<file path="src/rtl/oks_pkg.sv">
// Package for the ordered key set: operation and status codes, FSM states, sizes.
// No dependencies.
`timescale 1ns / 1ps
`default_nettype none
package oks_pkg;
    localparam int UNIVERSE_DEF = 1024;
    localparam int WORD_W = 64;
    localparam int KEY_W = 10;
    localparam int RES_W = 11;
    localparam int SIZE_W = 11;
    localparam logic [SIZE_W-1:0] SIZE_RESET = 11'd1024;

    typedef enum logic [2:0] {
        OP_INSERT   = 3'd0,
        OP_ERASE    = 3'd1,
        OP_CONTAINS = 3'd2,
        OP_PRED     = 3'd3,
        OP_SUCC     = 3'd4
    } op_t;

    typedef enum logic [1:0] {
        ST_OK       = 2'd0,
        ST_ABSENT   = 2'd1,
        ST_RANGE    = 2'd2,
        ST_OCCUPIED = 2'd3
    } status_t;

    typedef enum logic [2:0] {
        S_IDLE,
        S_CLEAR,
        S_READ,
        S_EVAL,
        S_SCAN,
        S_SCAN_EVAL,
        S_DONE
    } state_t;

    // Controller to datapath commands
    typedef struct packed {
        logic load;
        logic clear;
        logic read_home;
        logic eval;
        logic scan_step;
        logic scan_eval;
        logic finish;
    } cmd_t;

    // Datapath to controller status
    typedef struct packed {
        logic clear_done;
        logic need_scan;
        logic scan_hit;
        logic scan_end;
    } stat_t;
endpackage
`default_nettype wire

</file>
<file path="src/rtl/oks_if.sv">
// Valid/ready channel interfaces for requests and results.
// Depends on nothing.
`timescale 1ns / 1ps
`default_nettype none
interface oks_req_if;
    logic       valid;
    logic       ready;
    logic [2:0] operation;
    logic [9:0] key;
    modport source (output valid, operation, key, input ready);
    modport sink (input valid, operation, key, output ready);
endinterface

interface oks_res_if;
    logic              valid;
    logic              ready;
    logic signed [10:0] result_key;
    logic              present;
    logic [1:0]        status;
    modport source (output valid, result_key, present, status, input ready);
    modport sink (input valid, result_key, present, status, output ready);
endinterface
`default_nettype wire

</file>
<file path="src/rtl/oks_ram.sv">
// Generic single port RAM with registered read.
// No dependencies.
`timescale 1ns / 1ps
`default_nettype none
module oks_ram #(
    parameter int WIDTH = 64,
    parameter int DEPTH = 16
) (
    input  wire                      clk,
    input  wire                      we,
    input  wire [$clog2(DEPTH)-1:0]  addr,
    input  wire [WIDTH-1:0]          wdata,
    output logic [WIDTH-1:0]         rdata
);
    logic [WIDTH-1:0] mem [DEPTH];

    always_ff @(posedge clk)
    begin
        if (we)
        begin
            mem[addr] <= wdata;
        end
        rdata <= mem[addr];
    end
endmodule
`default_nettype wire

</file>
<file path="src/rtl/oks_ctrl.sv">
// Controller FSM for the ordered key set.
// Depends on oks_pkg.
`timescale 1ns / 1ps
`default_nettype none
module oks_ctrl (
    input  wire            clk,
    input  wire            rst_n,
    input  wire            in_valid,
    output logic           in_ready,
    output logic           out_valid,
    input  wire            out_ready,
    input  oks_pkg::stat_t stat,
    output oks_pkg::cmd_t  cmd
);
    oks_pkg::state_t state_reg, state_next;

    always_ff @(posedge clk or negedge rst_n)
    begin
        if (!rst_n)
        begin
            state_reg <= oks_pkg::S_CLEAR;
        end
        else
        begin
            state_reg <= state_next;
        end
    end

    // Next state
    always_comb
    begin
        state_next = state_reg;
        case (state_reg)
            oks_pkg::S_CLEAR:
                if (stat.clear_done) state_next = oks_pkg::S_IDLE;
            oks_pkg::S_IDLE:
                if (in_valid) state_next = oks_pkg::S_READ;
            oks_pkg::S_READ:
                state_next = oks_pkg::S_EVAL;
            oks_pkg::S_EVAL:
                state_next = stat.need_scan ? oks_pkg::S_SCAN : oks_pkg::S_DONE;
            oks_pkg::S_SCAN:
                state_next = oks_pkg::S_SCAN_EVAL;
            oks_pkg::S_SCAN_EVAL:
                if (stat.scan_hit || stat.scan_end) state_next = oks_pkg::S_DONE;
                else state_next = oks_pkg::S_SCAN;
            oks_pkg::S_DONE:
                if (out_ready) state_next = oks_pkg::S_IDLE;
            default:
                state_next = oks_pkg::S_IDLE;
        endcase
    end

    // Outputs
    always_comb
    begin
        cmd       = '0;
        in_ready  = 1'b0;
        out_valid = 1'b0;
        case (state_reg)
            oks_pkg::S_CLEAR:     cmd.clear = 1'b1;
            oks_pkg::S_IDLE:
            begin
                in_ready = 1'b1;
                cmd.load = in_valid;
            end
            oks_pkg::S_READ:      cmd.read_home = 1'b1;
            oks_pkg::S_EVAL:      cmd.eval = 1'b1;
            oks_pkg::S_SCAN:      cmd.scan_step = 1'b1;
            oks_pkg::S_SCAN_EVAL: cmd.scan_eval = 1'b1;
            oks_pkg::S_DONE:
            begin
                out_valid  = 1'b1;
                cmd.finish = out_ready;
            end
            default: ;
        endcase
    end
endmodule
`default_nettype wire

</file>
<file path="src/rtl/oks_dp.sv">
// Datapath: occupancy word memory, summary bits, bit search and result register.
// Depends on oks_pkg and oks_ram.
`timescale 1ns / 1ps
`default_nettype none
module oks_dp #(
    parameter int UNIVERSE = oks_pkg::UNIVERSE_DEF
) (
    input  wire                           clk,
    input  wire                           rst_n,
    input  oks_pkg::cmd_t                 cmd,
    output oks_pkg::stat_t                stat,
    input  wire [2:0]                     in_operation,
    input  wire [oks_pkg::KEY_W-1:0]      in_key,
    input  wire [oks_pkg::SIZE_W-1:0]     cfg_size,
    output logic signed [oks_pkg::RES_W-1:0] result_key,
    output logic                          present,
    output logic [1:0]                    status
);
    localparam int W     = oks_pkg::WORD_W;
    localparam int WORDS = (UNIVERSE + W - 1) / W;
    localparam int AW    = (WORDS > 1) ? $clog2(WORDS) : 1;
    localparam int BW    = $clog2(W);
    localparam int KW    = oks_pkg::KEY_W;
    localparam logic [oks_pkg::RES_W-1:0] NONE = '1;

    logic [2:0]        op_reg;
    logic [KW-1:0]     key_reg;
    logic [oks_pkg::SIZE_W-1:0] size_reg;
    logic [AW-1:0]     widx_reg, widx_next;
    logic [AW:0]       clr_reg;
    logic [WORDS-1:0]  sum_reg;
    logic [oks_pkg::RES_W-1:0] res_reg;
    logic              pres_reg;
    logic [1:0]        stat_reg;

    logic              ram_we;
    logic [AW-1:0]     ram_addr;
    logic [W-1:0]      ram_wdata, ram_rdata;

    oks_ram #(.WIDTH(W), .DEPTH(1 << AW)) u_ram (
        .clk   (clk),
        .we    (ram_we),
        .addr  (ram_addr),
        .wdata (ram_wdata),
        .rdata (ram_rdata)
    );

    logic [AW-1:0] home_w;
    logic [BW-1:0] home_b;
    logic          in_range;
    logic          bit_now;
    logic [W-1:0]  below_m, above_m, new_word;
    logic [BW-1:0] top_below, low_above, top_all, low_all;
    logic          any_below, any_above;
    logic [WORDS-1:0] sum_new;
    logic          scan_ok;
    logic [oks_pkg::SIZE_W:0] cand_key, eff_size;

    assign home_w  = AW'(key_reg >> BW);
    assign home_b  = key_reg[BW-1:0];
    assign eff_size = ({1'b0, size_reg} > (oks_pkg::SIZE_W+1)'(UNIVERSE))
                      ? (oks_pkg::SIZE_W+1)'(UNIVERSE) : {1'b0, size_reg};
    assign in_range = ({2'b0, key_reg} < eff_size);
    assign bit_now  = ram_rdata[home_b];
    assign below_m  = ram_rdata & ((W'(1) << home_b) - W'(1));
    assign above_m  = ram_rdata & ~((W'(2) << home_b) - W'(1));
    assign any_below = |below_m;
    assign any_above = |above_m;

    // Priority encoders over one word
    always_comb
    begin
        top_below = '0;
        low_above = '0;
        top_all   = '0;
        low_all   = '0;
        for (int i = 0; i < W; i++)
        begin
            if (below_m[i]) top_below = BW'(i);
            if (ram_rdata[i]) top_all = BW'(i);
        end
        for (int i = W - 1; i >= 0; i--)
        begin
            if (above_m[i]) low_above = BW'(i);
            if (ram_rdata[i]) low_all = BW'(i);
        end
    end

    // Insert or erase new word and its summary bit
    always_comb
    begin
        new_word = ram_rdata;
        if (op_reg == oks_pkg::OP_INSERT) new_word[home_b] = 1'b1;
        else new_word[home_b] = 1'b0;
        sum_new = sum_reg;
        sum_new[home_w] = |new_word;
    end

    logic is_write;
    assign is_write = cmd.eval && in_range &&
                      ((op_reg == oks_pkg::OP_INSERT) ||
                       (op_reg == oks_pkg::OP_ERASE && bit_now));

    // Scan target: adjacent word in search direction
    always_comb
    begin
        widx_next = widx_reg;
        scan_ok   = 1'b0;
        if (op_reg == oks_pkg::OP_PRED)
        begin
            if (widx_reg != '0)
            begin
                widx_next = widx_reg - AW'(1);
                scan_ok   = 1'b1;
            end
        end
        else if ({1'b0, widx_reg} < (AW+1)'(WORDS - 1))
        begin
            widx_next = widx_reg + AW'(1);
            scan_ok   = 1'b1;
        end
    end

    // Address the word that the next state evaluates
    always_comb
    begin
        ram_we    = 1'b0;
        ram_wdata = new_word;
        ram_addr  = widx_reg;
        if (cmd.clear)
        begin
            ram_we    = 1'b1;
            ram_wdata = '0;
            ram_addr  = clr_reg[AW-1:0];
        end
        else if (is_write)
        begin
            ram_we   = 1'b1;
            ram_addr = home_w;
        end
        else if (cmd.read_home)
        begin
            ram_addr = home_w;
        end
        else if (cmd.scan_step)
        begin
            ram_addr = widx_next;
        end
    end

    assign stat.clear_done = clr_reg == (AW+1)'((1 << AW) - 1);
    assign stat.need_scan  = in_range && scan_ok &&
                             ((op_reg == oks_pkg::OP_PRED && !any_below) ||
                              (op_reg == oks_pkg::OP_SUCC && !any_above));
    assign stat.scan_hit   = sum_reg[widx_reg];
    assign stat.scan_end   = !scan_ok;
    assign cand_key = (oks_pkg::SIZE_W+1)'({widx_reg,
                      (op_reg == oks_pkg::OP_PRED) ? top_all : low_all});

    // Clear sweep counter and summary bits
    always_ff @(posedge clk or negedge rst_n)
    begin
        if (!rst_n)
        begin
            clr_reg <= '0;
            sum_reg <= '0;
        end
        else
        begin
            if (cmd.clear && !stat.clear_done) clr_reg <= clr_reg + (AW+1)'(1);
            if (is_write) sum_reg <= sum_new;
        end
    end

    always_ff @(posedge clk or negedge rst_n)
    begin
        if (!rst_n) size_reg <= oks_pkg::SIZE_RESET;
        else size_reg <= cfg_size;
    end

    // Request and result registers
    always_ff @(posedge clk)
    begin
        if (cmd.load)
        begin
            op_reg  <= in_operation;
            key_reg <= in_key;
        end
        if (cmd.read_home) widx_reg <= home_w;
        if (cmd.eval)
        begin
            res_reg  <= NONE;
            pres_reg <= in_range & bit_now;
            stat_reg <= oks_pkg::ST_OK;
            if (!in_range) stat_reg <= oks_pkg::ST_RANGE;
            else if (op_reg == oks_pkg::OP_INSERT && bit_now) stat_reg <= oks_pkg::ST_OCCUPIED;
            else if (op_reg == oks_pkg::OP_ERASE && !bit_now) stat_reg <= oks_pkg::ST_ABSENT;
            if (in_range && op_reg == oks_pkg::OP_PRED && any_below)
                res_reg <= oks_pkg::RES_W'({home_w, top_below});
            if (in_range && op_reg == oks_pkg::OP_SUCC && any_above &&
                ({1'b0, home_w, low_above} < eff_size))
                res_reg <= oks_pkg::RES_W'({home_w, low_above});
        end
        if (cmd.scan_step) widx_reg <= widx_next;
        if (cmd.scan_eval && stat.scan_hit)
        begin
            if (op_reg == oks_pkg::OP_PRED || cand_key < eff_size)
                res_reg <= oks_pkg::RES_W'(cand_key);
        end
    end

    assign result_key = res_reg;
    assign present    = pres_reg;
    assign status     = stat_reg;
endmodule
`default_nettype wire

</file>
<file path="src/rtl/ordered_key_set_pred_succ_top.sv">
// Top level of the ordered key set with predecessor and successor search.
// Depends on oks_pkg, oks_if, oks_ctrl, oks_dp.
//
// One request at a time. After reset the occupancy memory is swept clear, one
// 64-key word a cycle, before the first request is taken. Insert, erase and
// contains pass through the read and evaluate states to a result; a
// predecessor or successor whose home word holds no answer walks the word
// memory a word at a time through the scan and scan-evaluate states, using
// summary flip-flops to stop at the first used word.
`timescale 1ns / 1ps
`default_nettype none
module ordered_key_set_pred_succ_top #(
    parameter int UNIVERSE = oks_pkg::UNIVERSE_DEF
) (
    input  wire        clk,
    input  wire        rst_n,
    input  wire        cfg_we,
    input  wire [10:0] cfg_wdata,
    oks_req_if.sink    req,
    oks_res_if.source  res
);
    oks_pkg::cmd_t  cmd;
    oks_pkg::stat_t stat;
    logic [10:0] size_reg, size_next;

    // Hold the universe size register
    always_comb
    begin
        size_next = cfg_we ? cfg_wdata : size_reg;
    end

    always_ff @(posedge clk or negedge rst_n)
    begin
        if (!rst_n) size_reg <= oks_pkg::SIZE_RESET;
        else size_reg <= size_next;
    end

    oks_ctrl u_ctrl (
        .clk       (clk),
        .rst_n     (rst_n),
        .in_valid  (req.valid),
        .in_ready  (req.ready),
        .out_valid (res.valid),
        .out_ready (res.ready),
        .stat      (stat),
        .cmd       (cmd)
    );

    oks_dp #(.UNIVERSE(UNIVERSE)) u_dp (
        .clk          (clk),
        .rst_n        (rst_n),
        .cmd          (cmd),
        .stat         (stat),
        .in_operation (req.operation),
        .in_key       (req.key),
        .cfg_size     (size_reg),
        .result_key   (res.result_key),
        .present      (res.present),
        .status       (res.status)
    );
endmodule
`default_nettype wire

</file>
<file path="src/flat_wrapper.sv">
// flat-port wrapper written by rule: the top's interface ports become plain ports
module ordered_key_set_pred_succ_top_flat 
#(
    parameter int UNIVERSE = oks_pkg::UNIVERSE_DEF
)
  (clk, rst_n, cfg_we, cfg_wdata, req_valid, req_operation, req_key, req_ready, res_valid, res_result_key, res_present, res_status, res_ready);
  oks_req_if req_i ();
  oks_res_if res_i ();
  input  wire clk;
  input  wire rst_n;
  input  wire cfg_we;
  input  wire [10:0] cfg_wdata;
  input wire logic [$bits(req_i.valid)-1:0] req_valid;
  input wire logic [$bits(req_i.operation)-1:0] req_operation;
  input wire logic [$bits(req_i.key)-1:0] req_key;
  output wire logic [$bits(req_i.ready)-1:0] req_ready;
  output wire logic [$bits(res_i.valid)-1:0] res_valid;
  output wire logic [$bits(res_i.result_key)-1:0] res_result_key;
  output wire logic [$bits(res_i.present)-1:0] res_present;
  output wire logic [$bits(res_i.status)-1:0] res_status;
  input wire logic [$bits(res_i.ready)-1:0] res_ready;
  assign req_i.valid = req_valid;
  assign req_i.operation = req_operation;
  assign req_i.key = req_key;
  assign req_ready = req_i.ready;
  assign res_valid = res_i.valid;
  assign res_result_key = res_i.result_key;
  assign res_present = res_i.present;
  assign res_status = res_i.status;
  assign res_i.ready = res_ready;
  ordered_key_set_pred_succ_top #(.UNIVERSE(UNIVERSE)) u_core (.clk(clk), .rst_n(rst_n), .cfg_we(cfg_we), .cfg_wdata(cfg_wdata), .req(req_i), .res(res_i));
endmodule
</file>
<file path="config.mk">
export PLATFORM = sky130hd
export DESIGN_NAME = ordered_key_set_pred_succ_top_flat
export DESIGN_NICKNAME = d
export VERILOG_FILES = /design/src/rtl/oks_pkg.sv /design/src/rtl/oks_if.sv /design/src/rtl/oks_ram.sv /design/src/rtl/oks_ctrl.sv /design/src/rtl/oks_dp.sv /design/src/rtl/ordered_key_set_pred_succ_top.sv /design/src/flat_wrapper.sv
export SDC_FILE = /design/constraint.sdc
export NUM_CORES = 2
export LEC_CHECK = 0
export BUFFER_PORTS_ARGS = -buffer_cell sky130_fd_sc_hd__buf_2
export CORE_MARGIN = 5
export CORE_UTILIZATION = 46
export DETAILED_ROUTE_END_ITERATION = 12
export GPL_TIMING_DRIVEN = 0
export PLACE_DENSITY = 0.64
export REMOVE_ABC_BUFFERS = 1
export SYNTH_ARGS = -nofsm -noshare
export SYNTH_HDL_FRONTEND = slang
export SYNTH_SLANG_ARGS = --single-unit
</file>
<file path="constraint.sdc">
create_clock -name clk -period 11.5 [get_ports clk]
set_input_delay 2.3 -clock clk [delete_from_list [all_inputs] [get_ports clk]]
set_output_delay 2.3 -clock clk [all_outputs]
set_load 0.03 [all_outputs]
</file>
==> metrics.csv <==
metric,value,unit
CP Buf/Inv Count,5,
Comb power frac,0.484,
WS Path Type,reg2reg,
initial antenna violation count,3,
P per Cell Area,326.8,mW/mm^2
final hold vios,0,
R2R cell count,25,
hold path depth,0,
largest net degree at the start of global routing,47,
Clock Tree Buf Depth,3,
vias per cell,6.339,
placed insts,5561,
io pins,45,
async set or reset register ratio after synthesis,0.03948,
Worst EP required,12090,ps
"Top FF cell, synth",edfxtp_1,
clock root cell,clkbuf_16,
post-cts repair resize count,0,
metal2 WL,73140,um
register clock-pin slew on the reported worst setup and hold paths,60,ps
TritonCTS buffer count,116,
Clock Sinks,1165,
post-layout min period,8525,ps
VDD IR-drop max,0.2498,mV
fraction of layout cells with a size suffix above 1,0.1589,
DRC violations left,0,
Setup crit end kind,register,
Synth Instances,4114,
drt total wl,165100,um
fmax,0.1173,GHz
FP Rows,125,
switching share of total power,0.4012,
most frequent CP cell,o21ai_0,
final clock skew,25.18,ps
WL met3,13660,um
# fillers,9536,
critical-path maximum fanout,36,
number of flops mapped to enable cells by yosys,1044,
Die Area,0.1245,mm^2
number of global-route vias before repair,35046,
Initial Util,0.4640,
routed len/inst,28.53,um
fin. max-slew vios,0,
switching power,8.179,mW
Syn Std Cell Area,0.05406,mm^2
"CP delay by family, top",compound AO/OA/AOI/OAI gates,
Detailed Route Iter0 Violations,4499,
Post-CTS Setup Bufs,0,
WP data arrival,9110,ps
period utilisation layout,0.7413,
Internal Power,12.21,mW
Layout area overhead,15.39,%
DRT Pass-1 Iters,8,
global-route wire length before repair,239600,um
final non-filler cell total,5785,
Clk pwr share,0.187,
DR top layer,met5,
Die Y-Extent,352.8,um
sequential share of power,0.329,
max reg flops,1024,
clk_lat worst skew,720,ps
H-tree Lvls,3,
ANT nets after route,0,
CP Depth,25,
worst slew pin tran,1452,ps
CP max stage delay,870,ps
Lkg Pwr,21.85,nW
Post-Route M1 WL,69400,um
number of hold buffers added after CTS,0,
Slew HR,0.02975,
RSZ-0062 raised after global routing,no,
CORE AREA,0.1165,mm^2
YS warnings,0,
final global-route overflow total,0,
die width,352.8,um
gpl congestion,1.021,
nets,4213,
Fin Setup TNS,0,ps
Port Buffer Count,44,
DR vias,36672,
slowest CP cell,edfxtp_1,
"Seq/Total Area, Yosys",0.6290,
worst hold path type,reg2reg,
Yosys reg bits,1165,
Netlist cell types,105,
CTS tree,yes,
"Avg Cell Area, Syn",13.14,um^2
"Setup violations, final",0,
status,"complete, no violations",
Worst Setup Start Kind,register,
GRT Total Usage,0.2574,
maxcap violations,0,
Detail Placement HPWL,117000,um
cells in the final DEF, fill, tap and decap left out, drive strengths merged, types with 64 or more instances in the layout:
master | synthesis | layout
nand2 | 198 | 198
mux2i | 405 | 405
o22ai | 71 | 71
edfxtp | 1044 | 1044
o21ai | 178 | 178
nor2 | 161 | 161
a211oi | 150 | 150
buf | 135 | 248
a221o | 64 | 64
dfxtp | 75 | 75
nand3 | 104 | 104
mux2 | 159 | 159
clkbuf | 189 | 174
nor2b | 145 | 145
a21oi | 324 | 324
stage by stage:
| step | power, mW | worst slack [ps] | utilization | hold WS [ps] | instance area (um^2) |
|---|---|---|---|---|---|
| global route | 21.30 | 2657 | 0.5354 | 380.6 | 62380 |
| CTS | 20.34 | 3208 | 0.5350 | 371.3 | 62330 |
| finish | 20.39 | 2975 | 0.5354 | 371.8 | 62380 |
| global placement | 14.07 | -149670 | 0.4690 | 355.6 | 54650 |
| floorplan | 12.01 | -42910 | - | 350.1 | 52520 |
| detailed placement | 16.50 | 3244 | 0.5013 | 361.8 | 58410 |
kinds of logic (layout without fill, tap and decap cells):
group | after synthesis | in the layout | share of synthesized area
flops | 1165 | 1165 | 0.6290
compound gates | 1072 | 1072 | 0.1313
simple gates | 882 | 882 | 0.08563
mux | 577 | 577 | 0.1135
buf+inv | 379 | 525 | 0.03233
fa+ha+maj | 28 | 28 | 0.006480
xor+xnor | 11 | 11 | 0.001782
other cells | 0 | 1 | 0
final timing paths:
path,from,end,slack [ps]
max in group asynchronous,rst_n,u_core.size_reg[2]$_DFFE_PN0P_,9040
setup / recovery,u_core.u_dp.key_reg[1]$_DFFE_PP_,u_core.u_dp.result_key[5]$_DFF_P_,2970
min in group asynchronous,rst_n,u_core.u_dp.sum_reg[13]$_DFFE_PN0P_,1790
setup reg to reg,u_core.u_dp.key_reg[1]$_DFFE_PP_,u_core.u_dp.result_key[5]$_DFF_P_,2970
hold / removal,u_core.size_reg[10]$_DFFE_PN1P_,u_core.u_dp.size_reg[10]$_DFF_PN1_,370
hold reg to reg,u_core.size_reg[10]$_DFFE_PN1P_,u_core.u_dp.size_reg[10]$_DFF_PN1_,370
worst register-to-register path: stages, from the launching register on:
cell and delay [ps]:
edfxtp_1 870, buf_16 240, buf_16 180, or4_1 650, nor2_1 220, inv_1 130, ha_2 790, inv_1 760
a221oi_4 720, a311oi_1 250, nor3_1 270, o21ai_0 130, a21boi_0 480, o21ai_0 290, a21oi_1 420, o21ai_0 220
inv_1 100, ha_1 220, o21ai_0 80, a211oi_1 110, a21oi_1 140, o21ai_0 130, nor3b_2 300, o21ai_0 230
o21a_1 240, a311o_1 270
Yosys cell counts, types with 9 or more instances:
library cell  number  area, um^2
a2111oi_0         10       87.58
a211oi_1         150        1126
a21boi_0          12       90.09
a21o_1            22       165.2
a21oi_1          321        1607
a221o_1           64       640.6
a31oi_1           24       150.1
a32oi_1           11       96.34
and2_1            15       93.84
and3_1            16       100.1
buf_1              9       33.78
buf_2             74       370.4
buf_4             44       330.3
clkbuf_1         187       701.9
dfrtp_1           43        1076
dfxtp_1           75        1501
edfxtp_1        1044       31350
ha_1              28       350.3
inv_1             52       195.2
mux2_2           159        1790
mux2i_1          405        4054
mux4_2            13       292.8
nand2_1          198       743.2
nand2b_1          35       219.0
nand3_1          104       520.5
nand4_1           36       225.2
nor2_1           161       604.3
nor2b_1          145       907.1
nor3_1            56       280.3
nor4_1            37       231.5
o2111ai_1         12       105.1
o211ai_1          30       225.2
o21a_1            21       157.7
o21ai_0          170       850.8
o22ai_1           71       444.2
o31ai_1           33       247.7
or3_1             11       68.82
area by class of cell:
cell class	instances	area, um^2	area share
multi-input combinational	2570	18570	0.2977
clock buffer	174	3391	0.05435
antenna	1	2.502	0.00004011
timing repair buffer	248	3767	0.06039
tap	1524	1907	0.03057
clock inverter	48	530.5	0.008504
sequential	1165	34010	0.5451
inverter	55	206.4	0.003309
per-layer routing:
layer | global-route usage | up-vias
met1 | 0.3532 | 18288
met5 | 0 | -
met4 | 0.1215 | 2
li1 | - | 16189
met3 | 0.05311 | 463
met2 | 0.3950 | 1730
power groups by stage:
stage | Clock, mW | Combinational (mW) | Sequential [mW]
4_1_cts | 3.88 | 9.83 | 6.63
3_3_place_gp | 0 | 7.20 | 6.87
6_report | 3.81 | 9.88 | 6.70
2_1_floorplan | 0 | 5.69 | 6.33
5_1_grt | 4.05 | 10.6 | 6.69
3_5_place_dp | 0 | 9.78 | 6.71
Power figures use the tool's default switching activity.
